==> src/gca_pkg.sv <==
// shared types, codes and the log table of the graph colouring annealer
package gca_pkg;

  localparam int APB_AW = 5;

  localparam logic [1:0] ACT_SET_ARC   = 2'd0;
  localparam logic [1:0] ACT_SET_COLOR = 2'd1;
  localparam logic [1:0] ACT_START     = 2'd2;
  localparam logic [1:0] ACT_STEP      = 2'd3;

  localparam logic [2:0] REG_NODE_COUNT  = 3'd0;
  localparam logic [2:0] REG_NUM_COLORS  = 3'd1;
  localparam logic [2:0] REG_START_TEMP  = 3'd2;
  localparam logic [2:0] REG_COOLING     = 3'd3;
  localparam logic [2:0] REG_ITER_LIMIT  = 3'd4;

  localparam logic [3:0] DRAW_MAX = 4'd9;

  typedef struct packed {
    logic load_in;
    logic arc_read;
    logic arc_write;
    logic color_write;
    logic rem_start;
    logic rem_color;
    logic take_node;
    logic take_color;
    logic scan_start;
    logic use_trial;
    logic mult;
    logic commit_step;
    logic commit_start;
    logic out_load;
  } gca_cmd_t;

  typedef struct packed {
    logic [1:0] act;
    logic       done;
    logic       rem_busy;
    logic       scan_busy;
    logic       out_free;
  } gca_status_t;

  // ln(10/k) in unsigned q2.16
  function automatic logic [17:0] ln_q16(input logic [3:0] k);
    logic [17:0] v;
    case (k)
      4'd1:    v = 18'd150902;
      4'd2:    v = 18'd105476;
      4'd3:    v = 18'd78904;
      4'd4:    v = 18'd60050;
      4'd5:    v = 18'd45426;
      4'd6:    v = 18'd33477;
      4'd7:    v = 18'd23375;
      4'd8:    v = 18'd14624;
      4'd9:    v = 18'd6905;
      default: v = 18'd0;
    endcase
    return v;
  endfunction

endpackage

==> src/graph_coloring_annealer_core.sv <==
// top level: register port, sequencer and datapath of the graph colouring annealer
//
// requests enter on in_valid/in_stall and each gives one result on out_valid/out_stall.
// a request is taken when valid is high and stall low; one request is worked on at a time.
// the conflict recount reads one node pair a cycle from the dual-read arc and colour
// memories and dominates the step time; node and colour choice share a single
// remainder unit.
// the result sits in an output register: while the receiver stalls it holds, and the
// block still takes and works on the next request, which then waits for the register.
// reset clears the arc and colour valid bits at once (no clearing pass), the anneal
// state and the configuration registers to their defaults.
// configuration writes go through the register port at byte address 4*index; the
// user must make them while no request is in flight, the block does not enforce it.
module graph_coloring_annealer_core #(
  parameter int NODES = 8
) (
  input  logic                       clk,
  input  logic                       rst,
  input  logic                       psel,
  input  logic                       penable,
  input  logic                       pwrite,
  input  logic [gca_pkg::APB_AW-1:0] paddr,
  input  logic [31:0]                pwdata,
  output logic [31:0]                prdata,
  output logic                       pready,
  input  logic                       in_valid,
  output logic                       in_stall,
  input  logic [1:0]                 action,
  input  logic [5:0]                 node_a,
  input  logic [5:0]                 node_b,
  input  logic                       arc_present,
  input  logic [1:0]                 color,
  input  logic [7:0]                 random_node,
  input  logic [7:0]                 random_color,
  input  logic [3:0]                 random_draw,
  output logic                       out_valid,
  input  logic                       out_stall,
  output logic [10:0]                cost,
  output logic [10:0]                proposed_cost,
  output logic                       accepted,
  output logic                       finished,
  output logic [7:0]                 step_index
);

  import gca_pkg::*;

  logic [3:0]  node_count;
  logic [2:0]  num_colors;
  logic [15:0] start_temperature;
  logic [7:0]  cooling_factor;
  logic [7:0]  iteration_limit;
  logic        cfg_we;
  logic [2:0]  cfg_idx;

  assign pready  = 1'b1;
  assign cfg_we  = psel && penable && pwrite && pready;
  assign cfg_idx = paddr[4:2];

  always_ff @(posedge clk) begin
    if (rst) begin
      node_count        <= 4'd5;
      num_colors        <= 3'd3;
      start_temperature <= 16'd25600;
      cooling_factor    <= 8'd230;
      iteration_limit   <= 8'd20;
    end else if (cfg_we) begin
      unique case (cfg_idx)
        REG_NODE_COUNT: node_count        <= pwdata[3:0];
        REG_NUM_COLORS: num_colors        <= pwdata[2:0];
        REG_START_TEMP: start_temperature <= pwdata[15:0];
        REG_COOLING:    cooling_factor    <= pwdata[7:0];
        REG_ITER_LIMIT: iteration_limit   <= pwdata[7:0];
        default: ;
      endcase
    end
  end

  always_comb begin
    unique case (cfg_idx)
      REG_NODE_COUNT: prdata = 32'(node_count);
      REG_NUM_COLORS: prdata = 32'(num_colors);
      REG_START_TEMP: prdata = 32'(start_temperature);
      REG_COOLING:    prdata = 32'(cooling_factor);
      REG_ITER_LIMIT: prdata = 32'(iteration_limit);
      default:        prdata = '0;
    endcase
  end

  gca_cmd_t    cmd;
  gca_status_t status;

  gca_ctrl u_ctrl (
    .clk      (clk),
    .rst      (rst),
    .in_valid (in_valid),
    .in_stall (in_stall),
    .status   (status),
    .cmd      (cmd)
  );

  gca_datapath #(
    .NODES (NODES)
  ) u_datapath (
    .clk               (clk),
    .rst               (rst),
    .cmd               (cmd),
    .status            (status),
    .node_count        (node_count),
    .num_colors        (num_colors),
    .start_temperature (start_temperature),
    .cooling_factor    (cooling_factor),
    .iteration_limit   (iteration_limit),
    .action            (action),
    .node_a            (node_a),
    .node_b            (node_b),
    .arc_present       (arc_present),
    .color             (color),
    .random_node       (random_node),
    .random_color      (random_color),
    .random_draw       (random_draw),
    .out_stall         (out_stall),
    .out_valid         (out_valid),
    .cost              (cost),
    .proposed_cost     (proposed_cost),
    .accepted          (accepted),
    .finished          (finished),
    .step_index        (step_index)
  );

endmodule

==> src/gca_rem.sv <==
// iterative restoring remainder unit, one quotient bit per cycle
module gca_rem (
  input  logic       clk,
  input  logic       rst,
  input  logic       start,
  input  logic [7:0] dividend,
  input  logic [7:0] divisor,
  output logic       busy,
  output logic [7:0] remainder
);

  logic [7:0]  rem;
  logic [7:0]  dvs;
  logic [2:0]  k;
  logic [14:0] shifted;

  assign shifted   = 15'(dvs) << k;
  assign remainder = rem;

  always_ff @(posedge clk) begin
    if (rst) begin
      busy <= 1'b0;
    end else if (start) begin
      busy <= 1'b1;
    end else if (busy && k == 3'd0) begin
      busy <= 1'b0;
    end
  end

  always_ff @(posedge clk) begin
    if (start) begin
      rem <= dividend;
      dvs <= divisor;
      k   <= 3'd7;
    end else if (busy) begin
      if (15'(rem) >= shifted) begin
        rem <= rem - shifted[7:0];
      end
      k <= k - 3'd1;
    end
  end

  a_rem_below_divisor: assert property (@(posedge clk) disable iff (rst)
    $fell(busy) |-> rem < dvs)
    else $error("remainder not below divisor");

endmodule

==> src/gca_datapath.sv <==
// arc and colour memories, conflict scan, acceptance arithmetic and result register
module gca_datapath #(
  parameter int NODES = 8
) (
  input  logic                  clk,
  input  logic                  rst,
  input  gca_pkg::gca_cmd_t     cmd,
  output gca_pkg::gca_status_t  status,
  input  logic [3:0]            node_count,
  input  logic [2:0]            num_colors,
  input  logic [15:0]           start_temperature,
  input  logic [7:0]            cooling_factor,
  input  logic [7:0]            iteration_limit,
  input  logic [1:0]            action,
  input  logic [5:0]            node_a,
  input  logic [5:0]            node_b,
  input  logic                  arc_present,
  input  logic [1:0]            color,
  input  logic [7:0]            random_node,
  input  logic [7:0]            random_color,
  input  logic [3:0]            random_draw,
  input  logic                  out_stall,
  output logic                  out_valid,
  output logic [10:0]           cost,
  output logic [10:0]           proposed_cost,
  output logic                  accepted,
  output logic                  finished,
  output logic [7:0]            step_index
);

  import gca_pkg::*;

  localparam int NW = $clog2(NODES);
  localparam int CW = $clog2(NODES + 2);

  // captured request
  logic [1:0] act;
  logic [5:0] na;
  logic [5:0] nb;
  logic       arc_bit;
  logic [1:0] col_in;
  logic [7:0] rnode;
  logic [7:0] rcol;
  logic [3:0] draw;

  always_ff @(posedge clk) begin
    if (cmd.load_in) begin
      act     <= action;
      na      <= node_a;
      nb      <= node_b;
      arc_bit <= arc_present;
      col_in  <= color;
      rnode   <= random_node;
      rcol    <= random_color;
      draw    <= random_draw;
    end
  end

  // clamped sizes
  logic [CW-1:0] n_used;
  logic [2:0]    c_used;

  always_comb begin
    if (node_count == 4'd0) begin
      n_used = CW'(1);
    end else if (32'(node_count) > NODES) begin
      n_used = CW'(NODES);
    end else begin
      n_used = CW'(node_count);
    end
    if (num_colors == 3'd0) begin
      c_used = 3'd1;
    end else if (num_colors > 3'd4) begin
      c_used = 3'd4;
    end else begin
      c_used = num_colors;
    end
  end

  logic na_ok;
  logic nb_ok;
  assign na_ok = 7'(na) < 7'(NODES);
  assign nb_ok = 7'(nb) < 7'(NODES);

  // scan counters
  logic          scan_run;
  logic          scan_more;
  logic [CW-1:0] si;
  logic [CW-1:0] sj;
  logic          p_valid;
  logic [NW-1:0] p_i;
  logic [NW-1:0] p_j;
  logic          trial_on;
  logic [10:0]   total;
  logic          hit;

  // arc memory, one row per source node
  logic [NODES-1:0] arc_mem [NODES];
  logic [NODES-1:0] arc_valid;
  logic [NW-1:0]    arc_addr_a;
  logic [NW-1:0]    arc_addr_b;
  logic [NODES-1:0] rd_row_a;
  logic [NODES-1:0] rd_row_b;
  logic             rd_va;
  logic             rd_vb;
  logic             arc_we;
  logic [NODES-1:0] arc_base;
  logic [NODES-1:0] arc_mask;
  logic [NODES-1:0] arc_wdata;

  assign arc_addr_a = cmd.arc_read ? na[NW-1:0] : si[NW-1:0];
  assign arc_addr_b = sj[NW-1:0];
  assign arc_we     = cmd.arc_write && na_ok && nb_ok;
  assign arc_base   = rd_va ? rd_row_a : '0;
  assign arc_mask   = NODES'(1) << nb[NW-1:0];
  assign arc_wdata  = arc_bit ? (arc_base | arc_mask) : (arc_base & ~arc_mask);

  always_ff @(posedge clk) begin
    rd_row_a <= arc_mem[arc_addr_a];
    rd_row_b <= arc_mem[arc_addr_b];
    rd_va    <= arc_valid[arc_addr_a];
    rd_vb    <= arc_valid[arc_addr_b];
    if (arc_we) begin
      arc_mem[na[NW-1:0]] <= arc_wdata;
    end
  end

  always_ff @(posedge clk) begin
    if (rst) begin
      arc_valid <= '0;
    end else if (arc_we) begin
      arc_valid[na[NW-1:0]] <= 1'b1;
    end
  end

  // colour memory
  logic [1:0]    col_mem [NODES];
  logic [NODES-1:0] col_valid;
  logic [1:0]    rd_ca;
  logic [1:0]    rd_cb;
  logic          rd_vca;
  logic          rd_vcb;
  logic          col_we;
  logic [NW-1:0] col_waddr;
  logic [1:0]    col_wdata;
  logic          keep;
  logic [NW-1:0] tnode;
  logic [1:0]    tcol;

  assign col_we    = (cmd.color_write && na_ok) || (cmd.commit_step && keep);
  assign col_waddr = cmd.commit_step ? tnode : na[NW-1:0];
  assign col_wdata = cmd.commit_step ? tcol : col_in;

  always_ff @(posedge clk) begin
    rd_ca  <= col_mem[si[NW-1:0]];
    rd_cb  <= col_mem[sj[NW-1:0]];
    rd_vca <= col_valid[si[NW-1:0]];
    rd_vcb <= col_valid[sj[NW-1:0]];
    if (col_we) begin
      col_mem[col_waddr] <= col_wdata;
    end
  end

  always_ff @(posedge clk) begin
    if (rst) begin
      col_valid <= '0;
    end else if (col_we) begin
      col_valid[col_waddr] <= 1'b1;
    end
  end

  // pair walk over i < j < n, one pair a cycle
  assign scan_more = (si + CW'(1)) < n_used;

  always_ff @(posedge clk) begin
    if (rst) begin
      scan_run <= 1'b0;
      p_valid  <= 1'b0;
    end else begin
      if (cmd.scan_start) begin
        scan_run <= 1'b1;
      end else if (scan_run && !scan_more) begin
        scan_run <= 1'b0;
      end
      p_valid <= scan_run && scan_more;
    end
  end

  always_ff @(posedge clk) begin
    if (cmd.scan_start) begin
      si       <= '0;
      sj       <= CW'(1);
      total    <= '0;
      trial_on <= cmd.use_trial;
    end else begin
      if (scan_run && scan_more) begin
        p_i <= si[NW-1:0];
        p_j <= sj[NW-1:0];
        if ((sj + CW'(1)) < n_used) begin
          sj <= sj + CW'(1);
        end else begin
          si <= si + CW'(1);
          sj <= si + CW'(2);
        end
      end
      if (p_valid && hit) begin
        total <= total + 11'd1;
      end
    end
  end

  logic [1:0] ci;
  logic [1:0] cj;

  always_comb begin
    ci = rd_vca ? rd_ca : 2'd0;
    cj = rd_vcb ? rd_cb : 2'd0;
    if (trial_on && p_i == tnode) begin
      ci = tcol;
    end
    if (trial_on && p_j == tnode) begin
      cj = tcol;
    end
    hit = rd_va && rd_row_a[p_j] && rd_vb && rd_row_b[p_i] && (ci == cj);
  end

  // random node and colour selection
  logic       rem_busy;
  logic [7:0] rem_q;

  gca_rem u_rem (
    .clk       (clk),
    .rst       (rst),
    .start     (cmd.rem_start),
    .dividend  (cmd.rem_color ? rcol : rnode),
    .divisor   (cmd.rem_color ? {5'd0, c_used} : 8'(n_used)),
    .busy      (rem_busy),
    .remainder (rem_q)
  );

  always_ff @(posedge clk) begin
    if (cmd.take_node) begin
      tnode <= rem_q[NW-1:0];
    end
    if (cmd.take_color) begin
      tcol <= rem_q[1:0];
    end
  end

  // anneal state
  logic [10:0] cur_cost;
  logic [15:0] temperature;
  logic [7:0]  step_cnt;
  logic        done;
  logic [33:0] prod_rhs;
  logic [23:0] prod_cool;
  logic [10:0] diff;
  logic [34:0] lhs;
  logic [10:0] cost_next;
  logic [7:0]  step_next;
  logic [10:0] res_prop;
  logic        res_acc;

  always_ff @(posedge clk) begin
    if (cmd.mult) begin
      prod_rhs  <= 34'(temperature) * 34'(ln_q16(draw));
      prod_cool <= 24'(temperature) * 24'(cooling_factor);
    end
  end

  assign diff      = total - cur_cost;
  assign lhs       = {diff, 24'd0};
  assign keep      = (total == 11'd0) || (total <= cur_cost) || (draw == 4'd0) ||
                     ((draw <= DRAW_MAX) && (lhs <= 35'(prod_rhs)));
  assign cost_next = keep ? total : cur_cost;
  assign step_next = (step_cnt == 8'hFF) ? step_cnt : step_cnt + 8'd1;

  always_ff @(posedge clk) begin
    if (rst) begin
      cur_cost    <= '0;
      temperature <= '0;
      step_cnt    <= '0;
      done        <= 1'b0;
    end else if (cmd.commit_start) begin
      cur_cost    <= total;
      temperature <= start_temperature;
      step_cnt    <= '0;
      done        <= (total == 11'd0);
    end else if (cmd.commit_step) begin
      cur_cost    <= cost_next;
      temperature <= prod_cool[23:8];
      step_cnt    <= step_next;
      done        <= (cost_next == 11'd0) || (step_next >= iteration_limit);
    end
  end

  always_ff @(posedge clk) begin
    if (cmd.load_in) begin
      res_prop <= '0;
      res_acc  <= 1'b0;
    end else if (cmd.commit_step) begin
      res_prop <= total;
      res_acc  <= keep;
    end
  end

  // result register
  logic out_free;
  assign out_free = !out_valid || !out_stall;

  always_ff @(posedge clk) begin
    if (rst) begin
      out_valid <= 1'b0;
    end else if (cmd.out_load) begin
      out_valid <= 1'b1;
    end else if (!out_stall) begin
      out_valid <= 1'b0;
    end
  end

  always_ff @(posedge clk) begin
    if (cmd.out_load) begin
      cost          <= cur_cost;
      proposed_cost <= res_prop;
      accepted      <= res_acc;
      finished      <= done;
      step_index    <= step_cnt;
    end
  end

  assign status.act       = act;
  assign status.done      = done;
  assign status.rem_busy  = rem_busy;
  assign status.scan_busy = scan_run || p_valid;
  assign status.out_free  = out_free;

  a_pair_ordered: assert property (@(posedge clk) disable iff (rst)
    p_valid |-> p_i < p_j)
    else $error("scan pair out of order");

  a_no_step_when_done: assert property (@(posedge clk) disable iff (rst)
    cmd.commit_step |-> !done)
    else $error("anneal step committed after finish");

  a_load_into_free: assert property (@(posedge clk) disable iff (rst)
    cmd.out_load |-> out_free)
    else $error("result overwritten while held");

endmodule

==> src/gca_ctrl.sv <==
// sequencer that steps the datapath through each request
module gca_ctrl (
  input  logic                  clk,
  input  logic                  rst,
  input  logic                  in_valid,
  output logic                  in_stall,
  input  gca_pkg::gca_status_t  status,
  output gca_pkg::gca_cmd_t     cmd
);

  import gca_pkg::*;

  localparam logic [3:0] S_IDLE      = 4'd0;
  localparam logic [3:0] S_DECODE    = 4'd1;
  localparam logic [3:0] S_ARC_RD    = 4'd2;
  localparam logic [3:0] S_ARC_WR    = 4'd3;
  localparam logic [3:0] S_REM_NODE  = 4'd4;
  localparam logic [3:0] S_REM_COLOR = 4'd5;
  localparam logic [3:0] S_SCAN      = 4'd6;
  localparam logic [3:0] S_MULT      = 4'd7;
  localparam logic [3:0] S_COMMIT    = 4'd8;
  localparam logic [3:0] S_START_FIN = 4'd9;
  localparam logic [3:0] S_OUT       = 4'd10;

  logic [3:0] state;
  logic [3:0] state_next;

  always_ff @(posedge clk) begin
    if (rst) begin
      state <= S_IDLE;
    end else begin
      state <= state_next;
    end
  end

  assign in_stall = (state != S_IDLE);

  always_comb begin
    cmd        = '0;
    state_next = state;
    unique case (state)
      S_IDLE: begin
        if (in_valid) begin
          cmd.load_in = 1'b1;
          state_next  = S_DECODE;
        end
      end
      S_DECODE: begin
        unique case (status.act)
          ACT_SET_ARC: begin
            state_next = S_ARC_RD;
          end
          ACT_SET_COLOR: begin
            cmd.color_write = 1'b1;
            state_next      = S_OUT;
          end
          ACT_START: begin
            cmd.scan_start = 1'b1;
            state_next     = S_SCAN;
          end
          ACT_STEP: begin
            if (status.done) begin
              state_next = S_OUT;
            end else begin
              cmd.rem_start = 1'b1;
              state_next    = S_REM_NODE;
            end
          end
        endcase
      end
      S_ARC_RD: begin
        cmd.arc_read = 1'b1;
        state_next   = S_ARC_WR;
      end
      S_ARC_WR: begin
        cmd.arc_write = 1'b1;
        state_next    = S_OUT;
      end
      S_REM_NODE: begin
        if (!status.rem_busy) begin
          cmd.take_node = 1'b1;
          cmd.rem_start = 1'b1;
          cmd.rem_color = 1'b1;
          state_next    = S_REM_COLOR;
        end
      end
      S_REM_COLOR: begin
        if (!status.rem_busy) begin
          cmd.take_color = 1'b1;
          cmd.scan_start = 1'b1;
          cmd.use_trial  = 1'b1;
          state_next     = S_SCAN;
        end
      end
      S_SCAN: begin
        if (!status.scan_busy) begin
          state_next = (status.act == ACT_START) ? S_START_FIN : S_MULT;
        end
      end
      S_MULT: begin
        cmd.mult   = 1'b1;
        state_next = S_COMMIT;
      end
      S_COMMIT: begin
        cmd.commit_step = 1'b1;
        state_next      = S_OUT;
      end
      S_START_FIN: begin
        cmd.commit_start = 1'b1;
        state_next       = S_OUT;
      end
      S_OUT: begin
        if (status.out_free) begin
          cmd.out_load = 1'b1;
          state_next   = S_IDLE;
        end
      end
      default: begin
        state_next = S_IDLE;
      end
    endcase
  end

endmodule
==> config.mk <==
export PLATFORM = sky130hd
export DESIGN_NAME = graph_coloring_annealer_core
export DESIGN_NICKNAME = d
export VERILOG_FILES = /design/src/gca_pkg.sv /design/src/graph_coloring_annealer_core.sv /design/src/gca_rem.sv /design/src/gca_datapath.sv /design/src/gca_ctrl.sv
export SDC_FILE = /design/constraint.sdc
export NUM_CORES = 2
export LEC_CHECK = 0
export BUFFER_PORTS_ARGS = -buffer_cell sky130_fd_sc_hd__buf_2
export CORE_UTILIZATION = 59
export CTS_BUF_LIST = sky130_fd_sc_hd__clkbuf_4 sky130_fd_sc_hd__clkbuf_8
export CTS_CLUSTER_DIAMETER = 120
export DETAILED_ROUTE_END_ITERATION = 8
export HOLD_SLACK_MARGIN = 0.15
export PLACE_DENSITY = 0.8
export SLEW_MARGIN = 20
export SYNTH_ARGS = -nofsm -noshare
export SYNTH_HDL_FRONTEND = slang
export SYNTH_SLANG_ARGS = --single-unit
==> constraint.sdc <==
create_clock -name clk -period 6.7 [get_ports clk]
set_clock_uncertainty 0.2 [all_clocks]
set_input_delay 1.34 -clock clk [delete_from_list [all_inputs] [get_ports clk]]
set_output_delay 1.34 -clock clk [all_outputs]
set_load 0.02 [all_outputs]
==> results.json <==
{
  "clk_path_buf_depth": 3,
  "synth-edff-count": 223,
  "dp_cells": 3715,
  "cts_buffers": 66,
  "cap_violations": 0,
  "power.share.clock_pct": 23.2,
  "rsz0062_at_grt": "false",
  "die_area_mm2": 0.0531,
  "crit_path_max_fanout": 10,
  "clock-sinks": 398,
  "drc": 0,
  "r2r_setup_slack_ps": 250,
  "pwr-share-comb_pct": 42.7,
  "final_cells": 3841,
  "fp.dieH_um": 230,
  "grt-ovfl-total": 0,
  "yosysMostFrequentCell": "inv_1",
  "pwr-share-seq_pct": 34.0,
  "antenna_found_initial": 4,
  "clock_latency_ps": 650,
  "syn_avg_cell_area_um2": 10.3,
  "tightestPinTransition_ps": 1140,
  "nets": 3695,
  "syn_to_final_growth_pct": 9.39,
  "grt_pass1_vias": 23481,
  "placed_area_mm2": 0.0321,
  "synth_cell_type_count": 77,
  "post_cts_resized": 0,
  "critPathKind": "register to register",
  "clkTransAtPathRegs_ps": 60,
  "io_pins": 148,
  "p_leak_nw": 15.0,
  "required_ps": 6890,
  "finalSetupViolations": 0,
  "end_kind": "register",
  "final_layout_size_suffix_gt1_share_pct": 13.6,
  "yosys-top-cells-area": "edfxtp_1 (22%), fa_1 (20%), dfxtp_1 (11%), ha_1 (8.2%), inv_1 (5.0%)",
  "drtPass1Iterations": 6,
  "num_rows": 83,
  "power.switching_mw": 4.03,
  "cts_tree": "yes",
  "syn_area_mm2": 0.0308,
  "cts-root-buf": "clkbuf_8",
  "power.density_mw_per_mm2": 305,
  "intPower_mw": 6.23,
  "drt_iter0_drc": 2055,
  "finalHoldViolations": 0,
  "via_per_inst": 5.81,
  "initial_core_util_pct": 59.9,
  "synth_commonest_cells": "inv_1 (412), nand2_1 (356), fa_1 (307), and2_1 (230), edfxtp_1 (223)",
  "gp_congestion": 0.914,
  "crit_arrival_ps": 6640,
  "die_w_um": 230,
  "slew_headroom_pct": 24.0,
  "async_reset_ff_share_pct": 0,
  "core-area_mm2": 0.0514,
  "synth_top_cell_by_area": "edfxtp_1",
  "multiInputGateArea_mm2": 0.0185,
  "final_antenna_net_count": 0,
  "syn_inst": 3000,
  "numPortBuffers": 112,
  "netSwitchingFraction_pct": 39.2,
  "status": "completed",
  "worst_hold_slack_ps": 229,
  "ys_warn_count": 0,
  "htreeDepth": 3,
  "cts_hold_buf": 0,
  "slew_viol_final": 0,
  "fmax_mhz": 155,
  "post-cts-setup-buffers": 0,
  "grt_max_degree": 102,
  "ir_drop_mv": 0.224,
  "grtUsageTotal_pct": 28.5,
  "drt_wl_total_um": 74100,
  "synth_seq_area_share_pct": 33.1,
  "post-route-util_pct": 65.5,
  "synth_top_area_share_pct": 21.8,
  "hp-class": "register to register",
  "finalCritPeriodShare_pct": 96.2,
  "vias": 22327,
  "fin_tns_setup_ps": 0,
  "synthFlopType": "edfxtp_1",
  "wl_per_cell_um": 19.3,
  "fillCellCount": 3829,
  "start_kind": "register",
  "seq_area_mm2": 0.0102,
  "grt_pass1_wl_um": 120000,
  "place_hpwl_um": 55100,
  "final_cell_area_mm2": 0.0337,
  "ys_ff_latch": 398,
  "layout_min_cycle_time_ps": 6450
}
## worst max-delay path, stage by stage, from the launching register on
cell and delay [ps]:
dfxtp_2 370, buf_4 210, and2_1 190, fa_1 500, inv_1 50, fa_1 560, fa_1 440, fa_1 490
inv_1 50, fa_1 530, inv_1 60, fa_1 520, inv_1 40, ha_1 350, a21o_1 200, a311oi_1 300
o31a_1 250, o31a_1 200, nor2b_1 210, o21ai_0 120, a21oi_1 230, xnor2_1 120
## power by group through the flow
stage / combinational, mW / sequential (mW) / clock (mW)
floorplan: 3.29 / 3.25 / 0
global placement: 4.06 / 3.49 / 0
detailed placement: 4.28 / 3.51 / 0
CTS: 4.33 / 3.47 / 2.41
global route: 4.88 / 3.52 / 2.50
finish: 4.38 / 3.49 / 2.38
## metal layers
| metal | vias to the layer above | GRT usage [%] | wire length, um | share of wire (%) |
|---|---|---|---|---|
| met1 | 11120 | 35.9 | 29100 | 39 |
| met4 | 0 | 11.4 | 2680 | 3.6 |
| met3 | 199 | 3.94 | 5160 | 7.0 |
| met5 | - | 0 | 0 | 0 |
| met2 | 938 | 49.4 | 37200 | 50 |
| li1 | 10070 | - | - | - |
## through the flow
stage                     total power [mW]  worst slack, ps
after floorplan                       6.54              217
after global placement                7.56              137
after detailed placement              7.79             26.9
after CTS                             10.2             24.8
after global routing                  10.9             3.78
final                                 10.3              253
## layout make-up
class / count / area share, %
timing repair buffer: 178 / 3.26
multi-input combinational: 2047 / 54.9
tap: 680 / 2.53
clock inverter: 21 / 0.736
inverter: 414 / 4.62
clock buffer: 100 / 3.61
antenna: 3 / 0.0223
sequential: 398 / 30.4
## layout by cell type (no fill, tap or decap), types with 10 or more instances in the layout
master	instances
o21ai_0	72
mux2_2	27
edfxtp_1	223
nor3_1	22
inv_1	412
xor2_1	28
a21o_1	26
nor2_1	168
buf_2	111
and3_1	13
nand2_1	356
a211oi_1	24
mux4_2	52
dfxtp_1	157
and2_1	230
clkbuf_4	26
a211o_1	13
clkbuf_8	74
nand2b_1	11
nand3_1	36
fa_1	307
buf_4	65
nor2b_1	28
dfxtp_2	18
conb_1	17
nand4_1	16
a22oi_1	14
xnor2_1	61
a21oi_1	115
mux2i_1	60
o21a_1	10
ha_1	202
## path summary, 6_finish.rpt
check | from | end | depth (start not counted)
worst min register to register | u_datapath.res_prop[0]$_SDFFE_PP0P_ | u_datapath.proposed_cost[0]$_DFFE_PP_ | 0
worst max-delay path | register | u_datapath.prod_rhs[24]$_DFFE_PP_ | 21
worst min-delay path | u_datapath.res_prop[0]$_SDFFE_PP0P_ | u_datapath.proposed_cost[0]$_DFFE_PP_ | 0
worst max register to register | register | u_datapath.prod_rhs[24]$_DFFE_PP_ | 21
## registers in the layout, summed over array words and instances, names as in the netlist, 11 cells and up, named ones only
| name | count |
|---|---|
| u_datapath.arc_mem | 64 |
| u_datapath.prod_rhs | 34 |
| start_temperature | 16 |
| u_datapath.col_mem | 16 |
| u_datapath.prod_cool | 16 |
| u_datapath.temperature | 16 |
| u_datapath.cost | 11 |
| u_datapath.cur_cost | 11 |
| u_datapath.proposed_cost | 11 |
| u_datapath.res_prop | 11 |
| u_datapath.total | 11 |
## cells by family after synthesis
logic type,synth area share [%]
DFF,33.1
buffers and inverters,7.25
other,0.0244
xor gates and xnor gates,2.53
adders and majority gates,28.2
muxes,6.82
AOI/OAI and AO/OA,7.23
and+or+nand+nor,14.8
No activity file was read; power rests on OpenSTA's default activity.
